`config.mk`:
```
export PLATFORM = sky130hd
export DESIGN_NAME = stochastic_gated_channel_step_unit
export DESIGN_NICKNAME = d
export VERILOG_FILES = /design/src/rtl/sgc_pkg.sv /design/src/rtl/sgc_cfg_regs.sv /design/src/rtl/sgc_gate_store.sv /design/src/rtl/stochastic_gated_channel_step_unit.sv
export SDC_FILE = /design/constraint.sdc
export NUM_CORES = 2
export LEC_CHECK = 0
export BUFFER_PORTS_ARGS = -buffer_cell sky130_fd_sc_hd__buf_2
export CAP_MARGIN = 5
export CORE_MARGIN = 1
export CORE_UTILIZATION = 70
export CTS_BUF_LIST = sky130_fd_sc_hd__clkbuf_2 sky130_fd_sc_hd__clkbuf_4 sky130_fd_sc_hd__clkbuf_8
export CTS_CLUSTER_DIAMETER = 50
export DETAILED_ROUTE_END_ITERATION = 10
export PLACE_DENSITY_LB_ADDON = 0.12
export SYNTH_ARGS = -nofsm -noshare
export SYNTH_HDL_FRONTEND = slang
export SYNTH_SLANG_ARGS = --single-unit
```
`constraint.sdc`:
```
create_clock -name i_clk -period 33.4 [get_ports i_clk]
set_clock_uncertainty 0.05 [all_clocks]
set_input_delay 5.01 -clock i_clk [delete_from_list [all_inputs] [get_ports i_clk]]
set_output_delay 5.01 -clock i_clk [all_outputs]
set_load 0.01 [all_outputs]
```
`src/rtl/sgc_pkg.sv`:
```
package sgc_pkg;

    localparam int CH_W        = 5;
    localparam int PROB_W      = 24;
    localparam int TOT_W       = 26;
    localparam int PAIR_W      = 25;
    localparam int RND_W       = 24;
    localparam int GATE_W      = 3;
    localparam int CNT_W       = 6;
    localparam int CFG_W       = 48;
    localparam int CFG_IDX_W   = 3;
    localparam int IN_TDATA_W  = 56;
    localparam int OUT_TDATA_W = 16;
    localparam int PROD_W      = RND_W + TOT_W;

    // register indexes
    localparam logic [CFG_IDX_W-1:0] REG_I_K_CLOSED = 3'd0;
    localparam logic [CFG_IDX_W-1:0] REG_I_K_OPEN   = 3'd1;
    localparam logic [CFG_IDX_W-1:0] REG_J_RATES    = 3'd2;
    localparam logic [CFG_IDX_W-1:0] REG_K_I_CLOSED = 3'd3;
    localparam logic [CFG_IDX_W-1:0] REG_K_I_OPEN   = 3'd4;

    localparam logic [CFG_W-1:0] RST_I_K_CLOSED = 48'd14636701607526;
    localparam logic [CFG_W-1:0] RST_I_K_OPEN   = 48'd106217400067686;
    localparam logic [CFG_W-1:0] RST_J_RATES    = 48'd463537722037;
    localparam logic [CFG_W-1:0] RST_K_I_CLOSED = 48'd8136949972;
    localparam logic [CFG_W-1:0] RST_K_I_OPEN   = 48'd59055800532;

    localparam logic [GATE_W-1:0] GATES_OPEN = 3'b110;
    localparam logic [CNT_W-1:0]  TALLY_MAX  = 6'd63;

    typedef struct packed {
        logic [CFG_W-1:0] i_k_closed;
        logic [CFG_W-1:0] i_k_open;
        logic [CFG_W-1:0] j_rates;
        logic [CFG_W-1:0] k_i_closed;
        logic [CFG_W-1:0] k_i_open;
    } t_rates;

    typedef struct packed {
        logic              en;
        logic [CH_W-1:0]   ch;
        logic [GATE_W-1:0] gates;
    } t_store_wr;

endpackage

```
`src/rtl/sgc_cfg_regs.sv`:
```
module sgc_cfg_regs (
    input  logic                         i_clk,
    input  logic                         i_rst_n,
    input  logic                         i_cfg_we,
    input  logic [sgc_pkg::CFG_IDX_W-1:0] i_cfg_idx,
    input  logic [sgc_pkg::CFG_W-1:0]     i_cfg_data,
    output sgc_pkg::t_rates              o_rates
);
    import sgc_pkg::*;

    t_rates r_rates;

    always_ff @(posedge i_clk) begin
        if (!i_rst_n) begin
            r_rates.i_k_closed <= RST_I_K_CLOSED;
            r_rates.i_k_open   <= RST_I_K_OPEN;
            r_rates.j_rates    <= RST_J_RATES;
            r_rates.k_i_closed <= RST_K_I_CLOSED;
            r_rates.k_i_open   <= RST_K_I_OPEN;
        end else if (i_cfg_we) begin
            case (i_cfg_idx)
                REG_I_K_CLOSED: r_rates.i_k_closed <= i_cfg_data;
                REG_I_K_OPEN:   r_rates.i_k_open   <= i_cfg_data;
                REG_J_RATES:    r_rates.j_rates    <= i_cfg_data;
                REG_K_I_CLOSED: r_rates.k_i_closed <= i_cfg_data;
                REG_K_I_OPEN:   r_rates.k_i_open   <= i_cfg_data;
                default: ;
            endcase
        end
    end

    assign o_rates = r_rates;

endmodule

```
`src/rtl/sgc_gate_store.sv`:
```
module sgc_gate_store #(
    parameter int DEPTH = 32
) (
    input  logic                          i_clk,
    input  logic                          i_rst_n,
    input  logic                          i_rd_en,
    input  logic [sgc_pkg::CH_W-1:0]      i_rd_ch,
    input  sgc_pkg::t_store_wr            i_wr,
    output logic [sgc_pkg::GATE_W-1:0]    o_rd_gates
);
    import sgc_pkg::*;

    localparam int AW = (DEPTH > 1) ? $clog2(DEPTH) : 1;

    logic [GATE_W-1:0] mem [DEPTH];
    logic [DEPTH-1:0]  r_vld;
    logic [GATE_W-1:0] r_rd_data;
    logic              r_rd_vld;
    logic [AW-1:0]     r_rd_addr;
    logic              r_lw_vld;
    logic [AW-1:0]     r_lw_addr;
    logic [GATE_W-1:0] r_lw_gates;
    logic [AW-1:0]     rd_addr;
    logic [AW-1:0]     wr_addr;

    assign rd_addr = i_rd_ch[AW-1:0];
    assign wr_addr = i_wr.ch[AW-1:0];

    always_ff @(posedge i_clk) begin
        if (i_wr.en) begin
            mem[wr_addr] <= i_wr.gates;
        end
        if (i_rd_en) begin
            r_rd_data <= mem[rd_addr];
            r_rd_addr <= rd_addr;
        end
        if (i_wr.en) begin
            r_lw_addr  <= wr_addr;
            r_lw_gates <= i_wr.gates;
        end
    end

    always_ff @(posedge i_clk) begin
        if (!i_rst_n) begin
            r_vld    <= '0;
            r_rd_vld <= 1'b0;
            r_lw_vld <= 1'b0;
        end else begin
            if (i_wr.en) begin
                r_vld[wr_addr] <= 1'b1;
                r_lw_vld       <= 1'b1;
            end
            if (i_rd_en) begin
                r_rd_vld <= r_vld[rd_addr];
            end
        end
    end

    // last write wins over the array copy, which misses a write on the read edge
    always_comb begin
        if (r_lw_vld && (r_lw_addr == r_rd_addr)) begin
            o_rd_gates = r_lw_gates;
        end else if (r_rd_vld) begin
            o_rd_gates = r_rd_data;
        end else begin
            o_rd_gates = '0;
        end
    end

endmodule

```
`src/rtl/stochastic_gated_channel_step_unit.sv`:
```
// pipeline: a request accepted into s1 moves through s2 to the output register
// throughput: one request per cycle unless the output stalls; a request on the
//   channel just ahead waits till it leaves s2, set by the gate store RMW loop
// reset (synchronous, active low): gate store reads all zero, tally zero,
//   rates to their defaults, no result pending; no clearing pass
module stochastic_gated_channel_step_unit #(
    parameter int CHANNEL_COUNT = 32,
    parameter int FRACTION_BITS = 24
) (
    input  logic                               i_clk,
    input  logic                               i_rst_n,
    input  logic                               i_s_tvalid,
    output logic                               o_s_tready,
    // channel, rnd_event, rnd_choice, zero fill
    input  logic [sgc_pkg::IN_TDATA_W-1:0]     i_s_tdata,
    input  logic                               i_s_tlast,
    output logic                               o_m_tvalid,
    input  logic                               i_m_tready,
    // channel_out, gates, is_open, open_count, zero fill
    output logic [sgc_pkg::OUT_TDATA_W-1:0]    o_m_tdata,
    output logic                               o_m_tlast,
    input  logic                               i_cfg_we,
    input  logic [sgc_pkg::CFG_IDX_W-1:0]      i_cfg_idx,
    input  logic [sgc_pkg::CFG_W-1:0]          i_cfg_data
);
    import sgc_pkg::*;

    localparam int DEPTH = (CHANNEL_COUNT < 32) ? CHANNEL_COUNT : 32;
    localparam int CW    = (PAIR_W + FRACTION_BITS > PROD_W) ? PAIR_W + FRACTION_BITS : PROD_W;
    localparam logic [12:0] CH_LIMIT = 13'(CHANNEL_COUNT);

    t_rates    rates;
    t_store_wr store_wr;
    logic [GATE_W-1:0] rd_gates;

    logic [CH_W-1:0]  in_ch;
    logic [RND_W-1:0] in_ev;
    logic [RND_W-1:0] in_rc;
    logic             in_inr;

    // s1: gates arrive from the store
    logic             r_s1_v;
    logic [CH_W-1:0]  r_s1_ch;
    logic [RND_W-1:0] r_s1_ev;
    logic [RND_W-1:0] r_s1_rc;
    logic             r_s1_last;
    logic             r_s1_inr;

    // s2: decision and write back
    logic              r_s2_v;
    logic [CH_W-1:0]   r_s2_ch;
    logic [GATE_W-1:0] r_s2_g;
    logic [PROB_W-1:0] r_s2_pi;
    logic [PAIR_W-1:0] r_s2_pij;
    logic [PROD_W-1:0] r_s2_prod;
    logic              r_s2_ev;
    logic              r_s2_last;
    logic              r_s2_inr;

    logic              r_out_v;
    logic [CH_W-1:0]   r_out_ch;
    logic [GATE_W-1:0] r_out_g;
    logic              r_out_open;
    logic [CNT_W-1:0]  r_out_cnt;
    logic              r_out_last;

    logic [CNT_W-1:0] r_tally;
    logic [CNT_W-1:0] n_tally;

    logic out_free, s2_go, s2_free, hazard, s1_go, s1_free, acc;

    logic [GATE_W-1:0] s1_g;
    logic [CFG_W-1:0]  reg_i, reg_k;
    logic [PROB_W-1:0] pi, pj, pk;
    logic [TOT_W-1:0]  total;
    logic              s1_ev;
    logic [PROD_W-1:0] s1_prod;
    logic [PAIR_W-1:0] s1_pij;

    logic [CW-1:0]     thr_i, thr_ij, scaled;
    logic [GATE_W-1:0] flip_g, new_g;
    logic              new_open;
    logic [CNT_W-1:0]  cnt;

    assign in_ch  = i_s_tdata[4:0];
    assign in_ev  = i_s_tdata[28:5];
    assign in_rc  = i_s_tdata[52:29];
    assign in_inr = ({8'd0, in_ch} < CH_LIMIT);

    // handshake and pipeline advance
    assign out_free = !r_out_v || i_m_tready;
    assign s2_go    = r_s2_v && out_free;
    assign s2_free  = !r_s2_v || s2_go;
    // same channel right behind: wait until its write lands in the store
    assign hazard   = r_s1_v && r_s2_v && r_s1_inr && r_s2_inr && (r_s1_ch == r_s2_ch);
    assign s1_go    = r_s1_v && s2_free && !hazard;
    assign s1_free  = !r_s1_v || s1_go;
    assign acc      = i_s_tvalid && s1_free;
    assign o_s_tready = s1_free;

    sgc_cfg_regs u_cfg (
        .i_clk      (i_clk),
        .i_rst_n    (i_rst_n),
        .i_cfg_we   (i_cfg_we),
        .i_cfg_idx  (i_cfg_idx),
        .i_cfg_data (i_cfg_data),
        .o_rates    (rates)
    );

    assign store_wr.en    = s2_go && r_s2_inr;
    assign store_wr.ch    = r_s2_ch;
    assign store_wr.gates = new_g;

    sgc_gate_store #(
        .DEPTH (DEPTH)
    ) u_store (
        .i_clk      (i_clk),
        .i_rst_n    (i_rst_n),
        .i_rd_en    (acc && in_inr),
        .i_rd_ch    (in_ch),
        .i_wr       (store_wr),
        .o_rd_gates (rd_gates)
    );

    // s1 arithmetic: flip probabilities, total, scaled choice
    always_comb begin
        s1_g    = r_s1_inr ? rd_gates : '0;
        reg_i   = s1_g[0] ? rates.i_k_open : rates.i_k_closed;
        reg_k   = s1_g[2] ? rates.k_i_open : rates.k_i_closed;
        pi      = s1_g[2] ? reg_i[47:24] : reg_i[23:0];
        pj      = s1_g[1] ? rates.j_rates[47:24] : rates.j_rates[23:0];
        pk      = s1_g[0] ? reg_k[47:24] : reg_k[23:0];
        total   = TOT_W'(pi) + TOT_W'(pj) + TOT_W'(pk);
        s1_ev   = (TOT_W'(r_s1_ev) < total);
        s1_prod = PROD_W'(r_s1_rc) * PROD_W'(total);
        s1_pij  = PAIR_W'(pi) + PAIR_W'(pj);
    end

    // s2 decision and tally
    always_comb begin
        thr_i  = CW'(r_s2_pi) << FRACTION_BITS;
        thr_ij = CW'(r_s2_pij) << FRACTION_BITS;
        scaled = CW'(r_s2_prod);
        if (!r_s2_ev) begin
            flip_g = r_s2_g;
        end else if (scaled < thr_i) begin
            flip_g = r_s2_g ^ 3'b100;
        end else if (scaled < thr_ij) begin
            flip_g = r_s2_g ^ 3'b010;
        end else begin
            flip_g = r_s2_g ^ 3'b001;
        end
        new_g    = r_s2_inr ? flip_g : '0;
        new_open = r_s2_inr && (new_g == GATES_OPEN);
        cnt      = (new_open && (r_tally != TALLY_MAX)) ? r_tally + 6'd1 : r_tally;
        n_tally  = r_s2_last ? '0 : cnt;
    end

    always_ff @(posedge i_clk) begin
        if (acc) begin
            r_s1_ch   <= in_ch;
            r_s1_ev   <= in_ev;
            r_s1_rc   <= in_rc;
            r_s1_last <= i_s_tlast;
            r_s1_inr  <= in_inr;
        end
        if (s1_go) begin
            r_s2_ch   <= r_s1_ch;
            r_s2_g    <= s1_g;
            r_s2_pi   <= pi;
            r_s2_pij  <= s1_pij;
            r_s2_prod <= s1_prod;
            r_s2_ev   <= s1_ev;
            r_s2_last <= r_s1_last;
            r_s2_inr  <= r_s1_inr;
        end
        if (s2_go) begin
            r_out_ch   <= r_s2_ch;
            r_out_g    <= new_g;
            r_out_open <= new_open;
            r_out_cnt  <= cnt;
            r_out_last <= r_s2_last;
        end
    end

    always_ff @(posedge i_clk) begin
        if (!i_rst_n) begin
            r_s1_v  <= 1'b0;
            r_s2_v  <= 1'b0;
            r_out_v <= 1'b0;
            r_tally <= '0;
        end else begin
            r_s1_v  <= acc || (r_s1_v && !s1_go);
            r_s2_v  <= s1_go || (r_s2_v && !s2_go);
            r_out_v <= s2_go || (r_out_v && !i_m_tready);
            if (s2_go) begin
                r_tally <= n_tally;
            end
        end
    end

    assign o_m_tvalid = r_out_v;
    assign o_m_tdata  = {1'b0, r_out_cnt, r_out_open, r_out_g, r_out_ch};
    assign o_m_tlast  = r_out_last;

endmodule

```
Word-level counts from Yosys, hierarchy flattened
Memories as Yosys holds them, arrays and structs flattened. A register that Yosys moved wholly into a read port is not among the register bits.
Index checks and enable logic that the tools add are counted.
{"block": "word_totals", "register_bits": 462, "mem_bits_rw": 96, "input_bits": 113, "out_inout_bits": 19, "word_cells": 101, "mem_count": 1}
{"name": "u_store.mem", "words": 32, "width": 3, "read_ports": 1, "rd_clocked_by_memory_dff": 1, "write_ports": 1, "line_no": "sgc_gate_store.sv:15", "rtl": "logic [GATE_W-1:0] mem [DEPTH];"}
{"block": "op_classes", "addsub": 4, "multipliers": 1, "n_lt_le_gt_ge": 6, "eq_ne": 8, "mux": 18, "bitwise_logic": 4, "reduce_logical": 31}
{"cell": "2-to-1 mux 48 bit", "n": 2}
{"cell": "2-to-1 mux 24 bit", "n": 3}
{"cell": "adder 24 x 24 -> 25 bit", "n": 2}
{"cell": "less-than comparator 50 x 48 -> 1 bit", "n": 1}
{"cell": "less-than comparator 50 x 49 -> 1 bit", "n": 1}
{"cell": "multiplier 24 x 26 -> 50 bit", "n": 1}
{"cell": "bitwise OR 32 bit", "n": 1}
{"cell": "adder 25 x 24 -> 26 bit", "n": 1}
{"cell": "less-than comparator 24 x 26 -> 1 bit", "n": 1}
{"cell": "logical AND 1 bit", "n": 12}
{"cell": "less-than comparator 5 x 6 -> 1 bit (second input constant)", "n": 2}
{"cell": "2-to-1 mux 3 bit", "n": 4}
{"cell": "2-to-1 mux 6 bit", "n": 2}
{"cell": "equality test 5 bit", "n": 2}
{"cell": "AND reduction 2 bit", "n": 5}
{"cell": "logical NOT 1 bit", "n": 7}
{"cell": "adder 6 x 1 -> 6 bit (second input constant)", "n": 1}
{"cell": "equality test 3 x 2 -> 1 bit (second input constant)", "n": 2}
{"cell": "equality test 3 bit (second input constant)", "n": 2}
{"cell": "logical OR 1 bit", "n": 6}
{"cell": "inequality test 6 bit (second input constant)", "n": 1}
{"cell": "binary-select mux 1 bit (select 5 bit)", "n": 1}
{"cell": "demux 1 bit (select 5 bit)", "n": 1}
{"cell": ">= comparator 5 x 1 -> 1 bit (second input constant)", "n": 1}
{"cell": "other kinds (5)", "n": 10}

Longest topological paths before layout
{"block": "depth", "ltp_word": 9, "mapped_depth": 50, "ltp_nobuf": 46}

Cells and area by module
A second synthesis with hierarchy kept.
{"block": "unflattened", "hier_cells": 4442, "area_unflattened_um2": 46095.5}
{"module": "stochastic_gated_channel_step_unit", "instances": 1, "cells_each": 3234, "area_per_inst_um2": 31228.7, "seq_area_each_um2": 4834.6}
{"module": "sgc_cfg_regs", "instances": 1, "cells_each": 878, "area_per_inst_um2": 9191.3, "seq_area_each_um2": 4804.6}
{"module": "sgc_gate_store", "instances": 1, "cells_each": 330, "area_per_inst_um2": 5675.4, "seq_area_each_um2": 4043.9}

Least setup slack after synthesis
No wires, ideal clock.
{"block": "synth_path", "path_type": "register -> register", "start": "register u_store.r_lw_addr[0]", "end": "register r_s2_prod[49] (data pin)", "setup_ps": 260, "arrival_ps": 11215, "required_time_ps": 33090, "slack_ps": 21875, "path_stages_with_launch": 46, "path_buffers": 4, "synth_period_minus_slack_ps": 11525, "cell_sequence": "edfxtp_1 -> xor2_1 -> nor4_1 -> and3_1 -> buf_2 -> nor2_1 -> a21oi_1 -> clkbuf_1 -> clkbuf_1 -> nand2_1 -> a31oi_1 -> fa_1 -> ha_1 -> fa_1 -> a21o_1 -> a21oi_1 -> nor2b_1 -> o2111a_1 -> [10 not listed] -> fa_1 -> fa_1 -> inv_1 -> fa_1 -> inv_1 -> fa_1 -> inv_1 -> ha_1 -> and3_4 -> and4b_1 -> nor4_2 -> a311oi_1 -> o41a_1 -> o31a_4 -> o21ai_4 -> o311ai_2 -> a21oi_2 -> xnor2_1"}
{"block": "synth_via", "elab_chain_cells": 8, "elab_cells_between_ends": 11, "cone_classes": "2 x add/sub; 1 x mul; 1 x eq/ne; 6 x mux; 1 x reduce/logical"}
{"item": "start: declaration", "line_no": "sgc_gate_store.sv:21", "rtl": "logic [AW-1:0] r_lw_addr;"}
{"item": "start signal: assignment", "line_no": "sgc_gate_store.sv:38", "rtl": "r_lw_addr <= wr_addr;"}
{"item": "equality test 5 bit (*)", "line_no": "sgc_gate_store.sv:61", "rtl": "if (r_lw_vld && (r_lw_addr == r_rd_addr)) begin"}
{"item": "logical AND 1 bit (*)", "line_no": "sgc_gate_store.sv:61"}
{"item": "2-to-1 mux 3 bit (*)", "line_no": "sgc_gate_store.sv:61"}
{"item": "2-to-1 mux 48 bit", "line_no": "stochastic_gated_channel_step_unit.sv:128", "rtl": "reg_i = s1_g[0] ? rates.i_k_open : rates.i_k_closed;"}
{"item": "2-to-1 mux 24 bit", "line_no": "stochastic_gated_channel_step_unit.sv:130", "rtl": "pi = s1_g[2] ? reg_i[47:24] : reg_i[23:0];"}
{"item": "adder 24 x 24 -> 25 bit", "line_no": "stochastic_gated_channel_step_unit.sv:133", "rtl": "total = TOT_W'(pi) + TOT_W'(pj) + TOT_W'(pk);"}
{"item": "adder 25 x 24 -> 26 bit (*)", "line_no": "stochastic_gated_channel_step_unit.sv:133"}
{"item": "multiplier 24 x 26 -> 50 bit (*)", "line_no": "stochastic_gated_channel_step_unit.sv:135", "rtl": "s1_prod = PROD_W'(r_s1_rc) * PROD_W'(total);"}
{"item": "named net s1_prod[49]", "line_no": "stochastic_gated_channel_step_unit.sv:77", "rtl": "logic [PROD_W-1:0] s1_prod;"}
{"item": "end signal: assignment", "line_no": "stochastic_gated_channel_step_unit.sv:172", "rtl": "r_s2_prod <= s1_prod;"}
{"item": "end: declaration", "line_no": "stochastic_gated_channel_step_unit.sv:55", "rtl": "logic [PROD_W-1:0] r_s2_prod;"}
The timed path passes the listed nets; every way through them passes the cells marked *.
A chain may end at the register's enable or synchronous reset.

Final worst setup path
{"block": "layout_path", "start": "register u_store.r_rd_addr[3]", "end": "register r_s2_prod[49] (data pin)"}
{"block": "layout_via", "elab_chain_cells": 8, "elab_cells_between_ends": 11, "cone_classes": "2 x add/sub; 1 x mul; 1 x eq/ne; 6 x mux; 1 x reduce/logical"}
{"item": "start: declaration", "line_no": "sgc_gate_store.sv:19", "rtl": "logic [AW-1:0] r_rd_addr;"}
{"item": "start signal: assignment", "line_no": "sgc_gate_store.sv:35", "rtl": "r_rd_addr <= rd_addr;"}
{"item": "equality test 5 bit (*)", "line_no": "sgc_gate_store.sv:61"}
{"item": "logical AND 1 bit (*)", "line_no": "sgc_gate_store.sv:61"}
{"item": "2-to-1 mux 3 bit (*)", "line_no": "sgc_gate_store.sv:61"}
{"item": "2-to-1 mux 48 bit", "line_no": "stochastic_gated_channel_step_unit.sv:128"}
{"item": "2-to-1 mux 24 bit", "line_no": "stochastic_gated_channel_step_unit.sv:130"}
{"item": "adder 24 x 24 -> 25 bit", "line_no": "stochastic_gated_channel_step_unit.sv:133"}
{"item": "adder 25 x 24 -> 26 bit (*)", "line_no": "stochastic_gated_channel_step_unit.sv:133"}
{"item": "multiplier 24 x 26 -> 50 bit (*)", "line_no": "stochastic_gated_channel_step_unit.sv:135"}
{"item": "named net s1_prod[49]", "line_no": "stochastic_gated_channel_step_unit.sv:77"}
Marks and branches as above.

==> impl_metrics.tcl <==
set metrics [dict create \
    cts_setup_buffers 0 \
    antenna_found_initial 11 \
    htreeDepth 3 \
    r2r_end "r_s2_prod[49]$_DFFE_PP_" \
    drt-total-wl_um 108000 \
    synth-edff-count 254 \
    rows 92 \
    criticalPathCategory "reg -> reg" \
    grt_pass1_vias 34100 \
    grt_max_degree 113 \
    coreArea_sq_um 63200 \
    yosysTopAreaCellShare 0.246 \
    postRouteAntennaNets 0 \
    grt.total_usage 0.347 \
    netlist_area_sq_um 44800 \
    nets 5736 \
    viasPerCell 5.82 \
    cts.path.max_buffers 3 \
    yosysMostFrequentCell "nand2_1" \
    hold_path_end "r_s2_last$_DFFE_PP_" \
    cts_sinks 537 \
    worstRegToRegCells 44 \
    worst_pin_slew_ps 1280 \
    routabilityCongestion 0.891 \
    yosysWarnings 0 \
    grt_pass1_wl_um 175000 \
    portBuffers 127 \
    wire_per_inst_um 18.9 \
    rrSetupSlack_ps 19510 \
    crit_top_cell "fa_1" \
    synth-seq-cells 537 \
    overflow 0 \
    slew_headroom 0.148 \
    crit_path_end_kind "flop" \
    die_y_um 255 \
    critPathMaxStageDelay_ps 820 \
    die_x_um 255 \
    min_from "r_s1_last$_DFFE_PP_" \
    holdPathStages 0 \
    synth_area_leader_cell "fa_1" \
    num-fill-cells 4491 \
    timing.rr.start "u_store.r_rd_addr[3]$_DFFE_PP_" \
    period_minus_slack_ps 13890 \
    worstPathArrival_ps 14250 \
    num_vias 33200 \
    drive_gt1_frac 0.0934 \
    status "finished clean" \
    area_growth_pct 7.76 \
    fin_crit_sh 0.416 \
    drc 0 \
    dieArea_sq_um 65100 \
    clk_pin_slew_worst_paths_ps 70 \
    critPathSlowestCell "buf_4" \
    finalSetupTns_ps 0 \
    syn_avg_cell_area_sq_um 9.45 \
    syn-num-nets 5702 \
    hold_viol 0 \
    synth.distinct_cells 78 \
    root_buffer "clkbuf_8" \
    ys_async_sr_fraction 0 \
    setup_viol_count_final 0 \
    clock_latency_ps 700 \
    hold_path.class "reg -> reg" \
    drtIter0Drc 2692 \
    cts-hold-fix-buffers 0 \
    synth_area_leaders "fa_1, edfxtp_1, dfxtp_1" \
    pin_count 132 \
    cts-resized-gates 0 \
    syn_inst 4748 \
    ys_top_cells_by_count "nand2_1, inv_1, fa_1" \
    critPathLaunchType "flop" \
    max_clock_freq_ghz 0.0720 \
    dp_hpwl_um 75800 \
    seq_area_frac_synth 0.296 \
    initial_utilization 0.710 \
    slew_viol_final 0 \
    numCtsBuffers 89 \
    worstPathMaxFanout 85 \
    cap_violations 0 \
    rsz0062_at_grt "false" \
    crit_required_ps 33760 \
    dr.pass1.iters 6 \
    synth_flop_cell "dfxtp_1" \
    cts_tree "yes" \
]
state kept, by name (all words and copies together) (netlist names), 3 cells and up:
register and cells:
r_s2_g 3, r_s1_rc 24, r_s2_ch 5, r_s1_ev 24
r_out_cnt 6, u_store.r_lw_gates 3, u_store.r_lw_addr 5, u_store.r_vld 32
u_store.mem 96, u_store.r_rd_data 3, r_s2_pi 24, r_tally 6
u_cfg.o_rates 240, u_store.r_rd_addr 5, r_s2_pij 25, r_s2_prod 26
kinds of logic after synthesis:
family	count (synthesis)	synth area share
AND/OR/NAND/NOR	1745	0.175
buffers and inverters	992	0.0833
adder cells (fa/ha/maj)	841	0.327
flip-flops	537	0.296
AO/OA/AOI/OAI	478	0.0739
XOR/XNOR	84	0.0164
multiplexers	70	0.0276
other	1	0.0000836
layout by cell type, fill, tap and decap left out, drive strengths merged, types with 7 or more instances in the layout:
master	Yosys	routed
nand2	1073	1073
inv	758	763
fa	551	551
ha	290	290
and2	285	285
dfxtp	283	283
edfxtp	254	254
buf	15	177
a21boi	157	157
nand3	152	152
clkbuf	219	135
nor2	87	87
a21oi	80	80
o21ai	58	58
o21a	56	56
xnor2	51	51
mux4	40	40
a21o	39	39
and3	34	34
xor2	33	33
nor2b	32	32
a31oi	29	29
mux2	28	28
nand2b	21	21
nor3	13	13
clkinv	0	12
nand4	11	11
a211oi	9	9
or3	8	8
o21bai	7	7
nor4	7	7
layer usage:
layer  GRT usage  vias to the layer above  part of all wire
met5           0                        -           0.00038
met4       0.140                        8             0.037
met3      0.0632                      305             0.081
met2       0.585                     1424              0.49
met1       0.446                    16400              0.39
li1            -                    15000                 -
worst max-delay path by stage:
stage | start | endpoint | slack, ps | depth (start not counted)
3_5_place_dp | u_store.r_rd_addr[0]$_DFFE_PP_ | r_s2_prod[49]$_DFFE_PP_ | 19600 | 44
5_1_grt | u_store.r_rd_addr[3]$_DFFE_PP_ | r_s2_prod[49]$_DFFE_PP_ | 18970 | 44
2_1_floorplan | u_store.r_lw_addr[0]$_DFFE_PP_ | r_s2_prod[49]$_DFFE_PP_ | 21870 | 45
4_1_cts | u_store.r_rd_addr[3]$_DFFE_PP_ | r_s2_prod[49]$_DFFE_PP_ | 19570 | 44
3_3_place_gp | u_store.r_rd_addr[0]$_DFFE_PP_ | r_s2_prod[49]$_DFFE_PP_ | 19740 | 44
6_report | u_store.r_rd_addr[3]$_DFFE_PP_ | r_s2_prod[49]$_DFFE_PP_ | 19510 | 44
through the flow:
| step | utilization | instances | worst slack [ps] | hold WS, ps | area, sq um |
|---|---|---|---|---|---|
| 6_report | 0.765 | 5703 | 19510 | 368 | 48300 |
| 5_1_grt | 0.765 | 5702 | 18970 | 370 | 48300 |
| 4_1_cts | 0.764 | 5697 | 19570 | 368 | 48300 |
| 3_5_place_dp | 0.734 | 5537 | 19600 | 355 | 46400 |
| 3_3_place_gp | 0.734 | 5537 | 19740 | 353 | 46400 |
| 2_1_floorplan | - | 4748 | 21870 | 350 | 44800 |
cell type report:
class	instances	area, sq um	share of cell area
Sequential cell	537	13300	0.275
Clock buffer	135	1640	0.0339
Multi-Input combinational cell	3219	28200	0.583
Clock inverter	25	290	0.00601
Inverter	758	2850	0.0589
Tap cell	846	1060	0.0219
Timing Repair Buffer	177	1020	0.0210
Antenna cell	6	15.0	0.000311
critical path, delay by kind of cell (launching register included):
family	cells	cell delay (ps)
adders and majority gates	11	5090
AOI/OAI and AO/OA	14	3320
and+or+nand+nor	9	1920
buffers and inverters	7	1640
xor gates and xnor gates	3	1070
DFF	1	440
Power is left out: the tool's default activity adds up to more than one toggle a clock period on the data nets, which glitch-free logic cannot reach.
